===== config.mk =====
export PLATFORM = sky130hd
export DESIGN_NAME = bounded_deque_with_positional_delete
export DESIGN_NICKNAME = d
export VERILOG_FILES = /design/src/rtl/bdq_pkg.sv /design/src/rtl/bounded_deque_with_positional_delete.sv /design/src/rtl/bdq_cell.sv
export VERILOG_INCLUDE_DIRS = /design/src /design/src/rtl
export SDC_FILE = /design/constraint.sdc
export NUM_CORES = 1
export LEC_CHECK = 0
export ABC_AREA = 1
export BUFFER_PORTS_ARGS = -buffer_cell sky130_fd_sc_hd__buf_2
export CAP_MARGIN = 20
export CORE_ASPECT_RATIO = 1.75
export CORE_MARGIN = 2
export CORE_UTILIZATION = 53
export CTS_BUF_LIST = sky130_fd_sc_hd__clkbuf_8
export CTS_CLUSTER_DIAMETER = 120
export DETAILED_ROUTE_END_ITERATION = 8
export HOLD_SLACK_MARGIN = 0.1
export PLACE_DENSITY = 0.68
export SETUP_SLACK_MARGIN = 0.4
export SKIP_LAST_GASP = 1
export SYNTH_ARGS = -nofsm -noshare
export SYNTH_HDL_FRONTEND = slang
export SYNTH_SLANG_ARGS = --single-unit

===== constraint.sdc =====
create_clock -name clk -period 6.15 [get_ports clk]
set_clock_uncertainty 0.2 [all_clocks]
set_input_delay 0 -clock clk [delete_from_list [all_inputs] [get_ports clk]]
set_output_delay 0 -clock clk [all_outputs]
set_load 0.01 [all_outputs]

===== src/rtl/bounded_deque_with_positional_delete_assert.svh =====
// ----------------------------------------------------------------------------
// assertion macros for the deque block
// shared property forms, clocked on clk and quiet while arst_n is low
// ----------------------------------------------------------------------------
`ifndef BOUNDED_DEQUE_WITH_POSITIONAL_DELETE_ASSERT_SVH
`define BOUNDED_DEQUE_WITH_POSITIONAL_DELETE_ASSERT_SVH

// consequent holds in the same cycle as the antecedent
`define BDQ_ASSERT_SAME(label, ante, cons) \
	label: assert property (@(posedge clk) disable iff (!arst_n) (ante) |-> (cons)) \
		else $error("deque check failed");

// consequent holds in the cycle after the antecedent
`define BDQ_ASSERT_NEXT(label, ante, cons) \
	label: assert property (@(posedge clk) disable iff (!arst_n) (ante) |=> (cons)) \
		else $error("deque check failed");

`endif


===== src/rtl/bdq_pkg.sv =====
// ----------------------------------------------------------------------------
// bdq_pkg
// types and constants shared by the deque cells and the top level
// ----------------------------------------------------------------------------
`timescale 1ns / 1ps
`default_nettype none

package bdq_pkg;

	localparam int DEPTH    = 16;
	localparam int IDX_W    = $clog2(DEPTH);
	localparam int CNT_W    = $clog2(DEPTH + 1);
	localparam int WORD_W   = 32;
	localparam int CMD_W    = 3;
	localparam int POS_W    = 5;
	localparam int STAT_W   = 2;
	localparam int ECOUNT_W = 5;
	localparam int CMP_W    = (CNT_W > POS_W) ? CNT_W : POS_W;

	typedef enum logic [CMD_W-1:0] {
		CMD_INS_FRONT = 3'd0,
		CMD_INS_BACK  = 3'd1,
		CMD_REM_FRONT = 3'd2,
		CMD_REM_BACK  = 3'd3,
		CMD_REM_POS   = 3'd4
	} cmd_code_t;

	typedef enum logic [STAT_W-1:0] {
		ST_OK     = 2'd0,
		ST_FULL   = 2'd1,
		ST_EMPTY  = 2'd2,
		ST_BADPOS = 2'd3
	} status_t;

	// broadcast to every cell for one cycle
	typedef struct packed {
		logic             shift_in;  // insert at front, all cells take left neighbor
		logic             load_back; // cell at tgt loads the new word
		logic             remove;    // cells at or above tgt take right neighbor
		logic [IDX_W-1:0] tgt;
	} cell_cmd_t;

endpackage

`default_nettype wire


===== src/rtl/bounded_deque_with_positional_delete.sv =====
// ----------------------------------------------------------------------------
// bounded_deque_with_positional_delete
// ordered store of up to DEPTH signed words with front/back/positional access
// ----------------------------------------------------------------------------
// A command is taken on any clock edge where start is high; busy is always
// low, so one command can be issued every cycle. Its result appears on the
// cycle after the command, for exactly one cycle, marked by done, and must be
// captured then since the block cannot be stalled. The entries live in a row
// of DEPTH cells that all shift at once: an insert at the front moves every
// cell toward the back, a removal moves the cells at and behind the removed
// slot toward the front. Status reports ok, full (insert refused), empty
// (remove refused) or a position that is zero or past the count; a refused
// command leaves the store unchanged. entry_count and front_value show the
// state after the command.
// ----------------------------------------------------------------------------
`timescale 1ns / 1ps
`default_nettype none

module bounded_deque_with_positional_delete (
	input  wire logic                          clk,
	input  wire logic                          arst_n,
	input  wire logic                          start,
	output logic                               busy,
	input  wire logic [bdq_pkg::CMD_W-1:0]     command,
	input  wire logic signed [bdq_pkg::WORD_W-1:0] value,
	input  wire logic [bdq_pkg::POS_W-1:0]     position,
	output logic                               done,
	output logic [bdq_pkg::STAT_W-1:0]         status,
	output logic [bdq_pkg::ECOUNT_W-1:0]       entry_count,
	output logic signed [bdq_pkg::WORD_W-1:0]  removed_value,
	output logic signed [bdq_pkg::WORD_W-1:0]  front_value
);
	import bdq_pkg::*;

	// control state
	logic [CNT_W-1:0]  count_q;
	logic              done_q;
	// result registers
	status_t           status_q;
	logic [WORD_W-1:0] removed_q;

	// next-state decode
	cell_cmd_t         cell_cmd;
	status_t           status_d;
	logic [CNT_W-1:0]  count_d;
	logic              take_removed;
	logic              accept;
	logic              is_empty;
	logic              is_full;
	logic              pos_bad;

	// cell row wiring
	logic [WORD_W-1:0] cell_word [DEPTH];
	logic [WORD_W-1:0] cell_sel  [DEPTH];
	logic [WORD_W-1:0] picked;

	assign busy     = 1'b0;
	assign accept   = start && !busy;
	assign is_empty = (count_q == '0);
	assign is_full  = (count_q == CNT_W'(DEPTH));
	// position zero or past the count
	assign pos_bad  = (position == '0) ||
		(CMP_W'(position) > CMP_W'(count_q));

	// command decode, one transaction per cycle
	always_comb begin
		cell_cmd     = '0;
		status_d     = ST_OK;
		count_d      = count_q;
		take_removed = 1'b0;
		case (command)
			CMD_INS_FRONT: begin
				if (is_full) begin
					status_d = ST_FULL;
				end else begin
					cell_cmd.shift_in = accept;
					count_d           = count_q + 1'b1;
				end
			end
			CMD_INS_BACK: begin
				cell_cmd.tgt = IDX_W'(count_q);
				if (is_full) begin
					status_d = ST_FULL;
				end else begin
					cell_cmd.load_back = accept;
					count_d            = count_q + 1'b1;
				end
			end
			CMD_REM_FRONT: begin
				if (is_empty) begin
					status_d = ST_EMPTY;
				end else begin
					cell_cmd.remove = accept;
					take_removed    = 1'b1;
					count_d         = count_q - 1'b1;
				end
			end
			CMD_REM_BACK: begin
				cell_cmd.tgt = IDX_W'(count_q - 1'b1);
				if (is_empty) begin
					status_d = ST_EMPTY;
				end else begin
					cell_cmd.remove = accept;
					take_removed    = 1'b1;
					count_d         = count_q - 1'b1;
				end
			end
			CMD_REM_POS: begin
				cell_cmd.tgt = IDX_W'(position - 1'b1);
				if (is_empty) begin
					status_d = ST_EMPTY;
				end else if (pos_bad) begin
					status_d = ST_BADPOS;
				end else begin
					cell_cmd.remove = accept;
					take_removed    = 1'b1;
					count_d         = count_q - 1'b1;
				end
			end
			default: begin
				// unused codes leave the store alone
				status_d = ST_OK;
			end
		endcase
	end

	// row of cells, cell 0 is the front
	for (genvar i = 0; i < DEPTH; i++) begin : g_cell
		logic [WORD_W-1:0] left_w;
		logic [WORD_W-1:0] right_w;

		if (i == 0) begin : g_first
			assign left_w = value;
		end else begin : g_mid_l
			assign left_w = cell_word[i-1];
		end
		if (i == DEPTH - 1) begin : g_last
			assign right_w = '0;
		end else begin : g_mid_r
			assign right_w = cell_word[i+1];
		end

		bdq_cell u_cell (
			.clk        (clk),
			.cmd        (cell_cmd),
			.my_idx     (IDX_W'(i)),
			.left_word  (left_w),
			.right_word (right_w),
			.ins_value  (value),
			.word       (cell_word[i]),
			.sel_word   (cell_sel[i])
		);
	end

	// only the target cell drives a nonzero selected word
	always_comb begin
		picked = '0;
		for (int i = 0; i < DEPTH; i++) begin
			picked = picked | cell_sel[i];
		end
	end

	// count and result strobe
	always_ff @(posedge clk or negedge arst_n) begin
		if (!arst_n) begin
			count_q <= '0;
			done_q  <= 1'b0;
		end else begin
			done_q <= accept;
			if (accept) begin
				count_q <= count_d;
			end
		end
	end

	// result payload
	always_ff @(posedge clk) begin
		if (accept) begin
			status_q  <= status_d;
			removed_q <= take_removed ? picked : '0;
		end
	end

	// state after the transaction is live during the done cycle
	assign done          = done_q;
	assign status        = status_q;
	assign entry_count   = ECOUNT_W'(count_q);
	assign removed_value = removed_q;
	assign front_value   = is_empty ? '0 : cell_word[0];

	`include "bounded_deque_with_positional_delete_assert.svh"

	// refused or no-op commands never change the count
	`BDQ_ASSERT_SAME(a_refused_keeps_count, done_q && (status_q != ST_OK), count_q == $past(count_q))
	// an empty report means the store really is empty
	`BDQ_ASSERT_SAME(a_empty_status_zero, done_q && (status_q == ST_EMPTY), count_q == '0)
	// a removal that succeeds drops exactly one entry
	`BDQ_ASSERT_NEXT(a_remove_drops_one, accept && cell_cmd.remove, count_q == ($past(count_q) - 1'b1))
	// the count never exceeds the store depth
	`BDQ_ASSERT_SAME(a_count_bounded, 1'b1, count_q <= CNT_W'(DEPTH))

endmodule

`default_nettype wire


===== src/rtl/bdq_cell.sv =====
// ----------------------------------------------------------------------------
// bdq_cell
// one storage slot of the deque, shifts toward either neighbor
// ----------------------------------------------------------------------------
`timescale 1ns / 1ps
`default_nettype none

module bdq_cell (
	input  wire logic                         clk,
	input  wire bdq_pkg::cell_cmd_t           cmd,
	input  wire logic [bdq_pkg::IDX_W-1:0]    my_idx,
	input  wire logic [bdq_pkg::WORD_W-1:0]   left_word,
	input  wire logic [bdq_pkg::WORD_W-1:0]   right_word,
	input  wire logic [bdq_pkg::WORD_W-1:0]   ins_value,
	output logic      [bdq_pkg::WORD_W-1:0]   word,
	output logic      [bdq_pkg::WORD_W-1:0]   sel_word
);
	import bdq_pkg::*;

	logic [WORD_W-1:0] word_q;
	logic              hit;

	assign hit      = (my_idx == cmd.tgt);
	assign word     = word_q;
	assign sel_word = hit ? word_q : '0;

	// payload only, no reset needed
	always_ff @(posedge clk) begin
		if (cmd.shift_in) begin
			word_q <= left_word;
		end else if (cmd.load_back && hit) begin
			word_q <= ins_value;
		end else if (cmd.remove && (my_idx >= cmd.tgt)) begin
			word_q <= right_word;
		end
	end

endmodule

`default_nettype wire

==> metrics.cfg <==
[cells_and_area]
layout_commonest_cell=nand2_1
instances_no_fill=4797
area_delta_synth_final_pct=9.72
final_cell_mix=nand2_1, edfxtp_1, inv_1
nets=3992
fin_area_mm2=0.0352
fin_util_pct=58.6
n_fill_cell=5419
drive_gt1_share_pct=8.65

[route]
drt-pass1-iter-count=6
drtAntennaViolNets=0
drt_first_iter_violations=4215
num_vias=29300
drc=0
wl_per_cell_um=21.6
via_per_inst=6.11
wl_mm=103

[clock_network]
cts_tree=built
numClockSinks=552
clk_pin_slew_worst_paths_ns=0.06
clock_latency_ns=0.70
cts_root_buf=clkbuf_8
cts_buffers=86
cts.repair.resized=0
htreeDepth=3
post_cts_buffers=0
clockBufferDepth=3

[global_route]
grt_max_degree=165
antenna_found_initial=1
grt_pass1_wl_mm=157
track_usage_pct=32.5
grt_overflow=0
grt_pass1_vias=26800

[critical_path]
worstReg2RegStart=entry_count[2]$_DFFE_PN0P_
crit_required_ns=6.50
crit_end=g_cell[0].u_cell.word[31]$_DFFE_PP_
end_kind=flip-flop
slowest_delay_ns=0.76
worst-path-max-fanout=63
start_kind=input port
cpMostUsedCell=nand2_1
path_class=input port to flip-flop
r2r-end=g_cell[0].u_cell.word[31]$_DFFE_PP_
arrival_ns=5.13
rrSetupSlack_ns=1.40
reg2reg_depth=13
crit_chain=dlygate4sd3_1, buf_2, nor2_2, nand2_1, dlygate4sd3_1, inv_2, nand3_1, nand3_4, nor2_4, buf_4, inv_1, nor3_1, nand2_1, nand2_2, nand2_1, nand2_1, dlygate4sd3_1
crit_path_top_delay_cell=nand2_2
crit_start=command[0]

[place]
place_congestion=0.938
port_buffers=114
dpl_cell_area_mm2=0.0328
dp.cells=4557
dpl_worst_slack_ns=1.54
hpwlAfterDp_mm=70.5

[floorplanning]
start_util_pct=53.4
die_y_um=329
die_x_um=190
rows=119
fp.dieArea_mm2=0.0625
core_mm2=0.0600
ios=116

[yosys]
synth_seq_area_share_pct=51.6
synth_warnings=0
syn_avg_cell_area_um2=8.16
yosysTopAreaCellShare_pct=51.2
yosysTopAreaCell=edfxtp_1
syn-num-nets=3979
syn_inst=3928
ys_seq_elements=552
ys_top_cells_by_area=edfxtp_1, nand2_1, o22ai_1
synth_area_mm2=0.0320
netlist-cell-type-count=36

[timing]
slew_headroom_pct=24.1
worst_slack_ns=1.37
setup_viol=0
timing.setup.tns_ns=0
fmax_ghz=0.209
rsz0062_at_grt=no
timing.final.max_slew_violations=0
finalHoldViolations=0
holdWs_ns=0.157
worstMarginPinSlew_ns=1.14
fin_crit_sh_pct=77.7
period_needed_ns=4.78

[pwr]
irDropWorstVdd_v=0.000217
total_power_mw=10.7
p_per_area_mw_per_mm2=304
p_leak_nw=15.2

[worst_hold_path]
hold_class=input port to flip-flop

[run]
drv_cap=0

[run_status]
status=finished clean

-- what timing repair did --
item,in CTS,in global routing
endpoints found under the hold margin,529,0
setup endpoints to repair,0,0
hold buffers,81,0
-- cell usage after synthesis (all sizes together) --
library cell,instances
a31o,1
or3,1
a21oi,4
ha,8
buf,236
nor3,5
nand2,1298
o211ai,1
inv,302
nand4,257
xor2,3
clkinv,1
clkbuf,93
a32oi,1
o22ai,289
nor2,232
xnor2,1
nand3,228
o21ai,414
conb,1
dfrtp,6
edfxtp,546
-- how the worst min path moves through the flow --
| stage | start | to | slack (ns) | cells after the start |
|---|---|---|---|---|
| after floorplan | arst_n | done$_DFF_PN0_ | -0.50 | 0 |
| after CTS | value[20] | g_cell[15].u_cell.word[20]$_DFFE_PP_ | 0.10 | 4 |
| after global placement | arst_n | done$_DFF_PN0_ | -0.37 | 1 |
| final | value[14] | g_cell[15].u_cell.word[14]$_DFFE_PP_ | 0.16 | 4 |
| after detailed placement | arst_n | entry_count[2]$_DFFE_PN0P_ | -0.37 | 1 |
| after global routing | value[17] | g_cell[15].u_cell.word[17]$_DFFE_PP_ | 0.16 | 4 |
-- power by group --
| part | internal [mW] | switching [mW] |
|---|---|---|
| logic | 0.739 | 2.04 |
| clock network | 1.34 | 1.55 |
| registers | 4.72 | 0.300 |
-- routing by layer --
layer	global-route usage [%]	share of wire [%]	vias to the layer above
met2	51.6	47	1700
met1	44.6	39	13700
met3	5.01	11	253
met4	13.6	3.7	0
met5	0	0	-
li1	-	-	13600
-- cell families after synthesis --
kind of cell	count (synthesis)	share of synthesized area (%)
AO/OA/AOI/OAI	710	12.2
XOR/XNOR	4	0.109
adder cells (fa/ha/maj)	8	0.312
buffers and inverters	632	8.44
flip-flops	552	51.6
other	1	0.0117
AND/OR/NAND/NOR	2021	27.2
-- state kept, by name (all words and copies together), names as in the netlist --
register and count:
entry_count 5, status 2, removed_value 32, g_cell.u_cell.word 512, done 1
-- worst max-delay path, delay by kind of cell --
family / cells / cell delay [ns]
buffers and inverters: 7 / 2.41
and+or+nand+nor: 10 / 2.67
-- layout make-up --
cell class | count | area [um^2] | share of cell area [%]
Inverter | 303 | 1150 | 3.26
Clock buffer | 89 | 1220 | 3.48
Tap cell | 786 | 983 | 2.80
Sequential cell | 552 | 16500 | 47.1
Antenna cell | 1 | 2.50 | 0.00712
Timing Repair Buffer | 254 | 1900 | 5.41
Multi-Input combinational cell | 2744 | 13100 | 37.2
Clock inverter | 68 | 282 | 0.801
No activity file was read; power rests on OpenSTA's default activity.
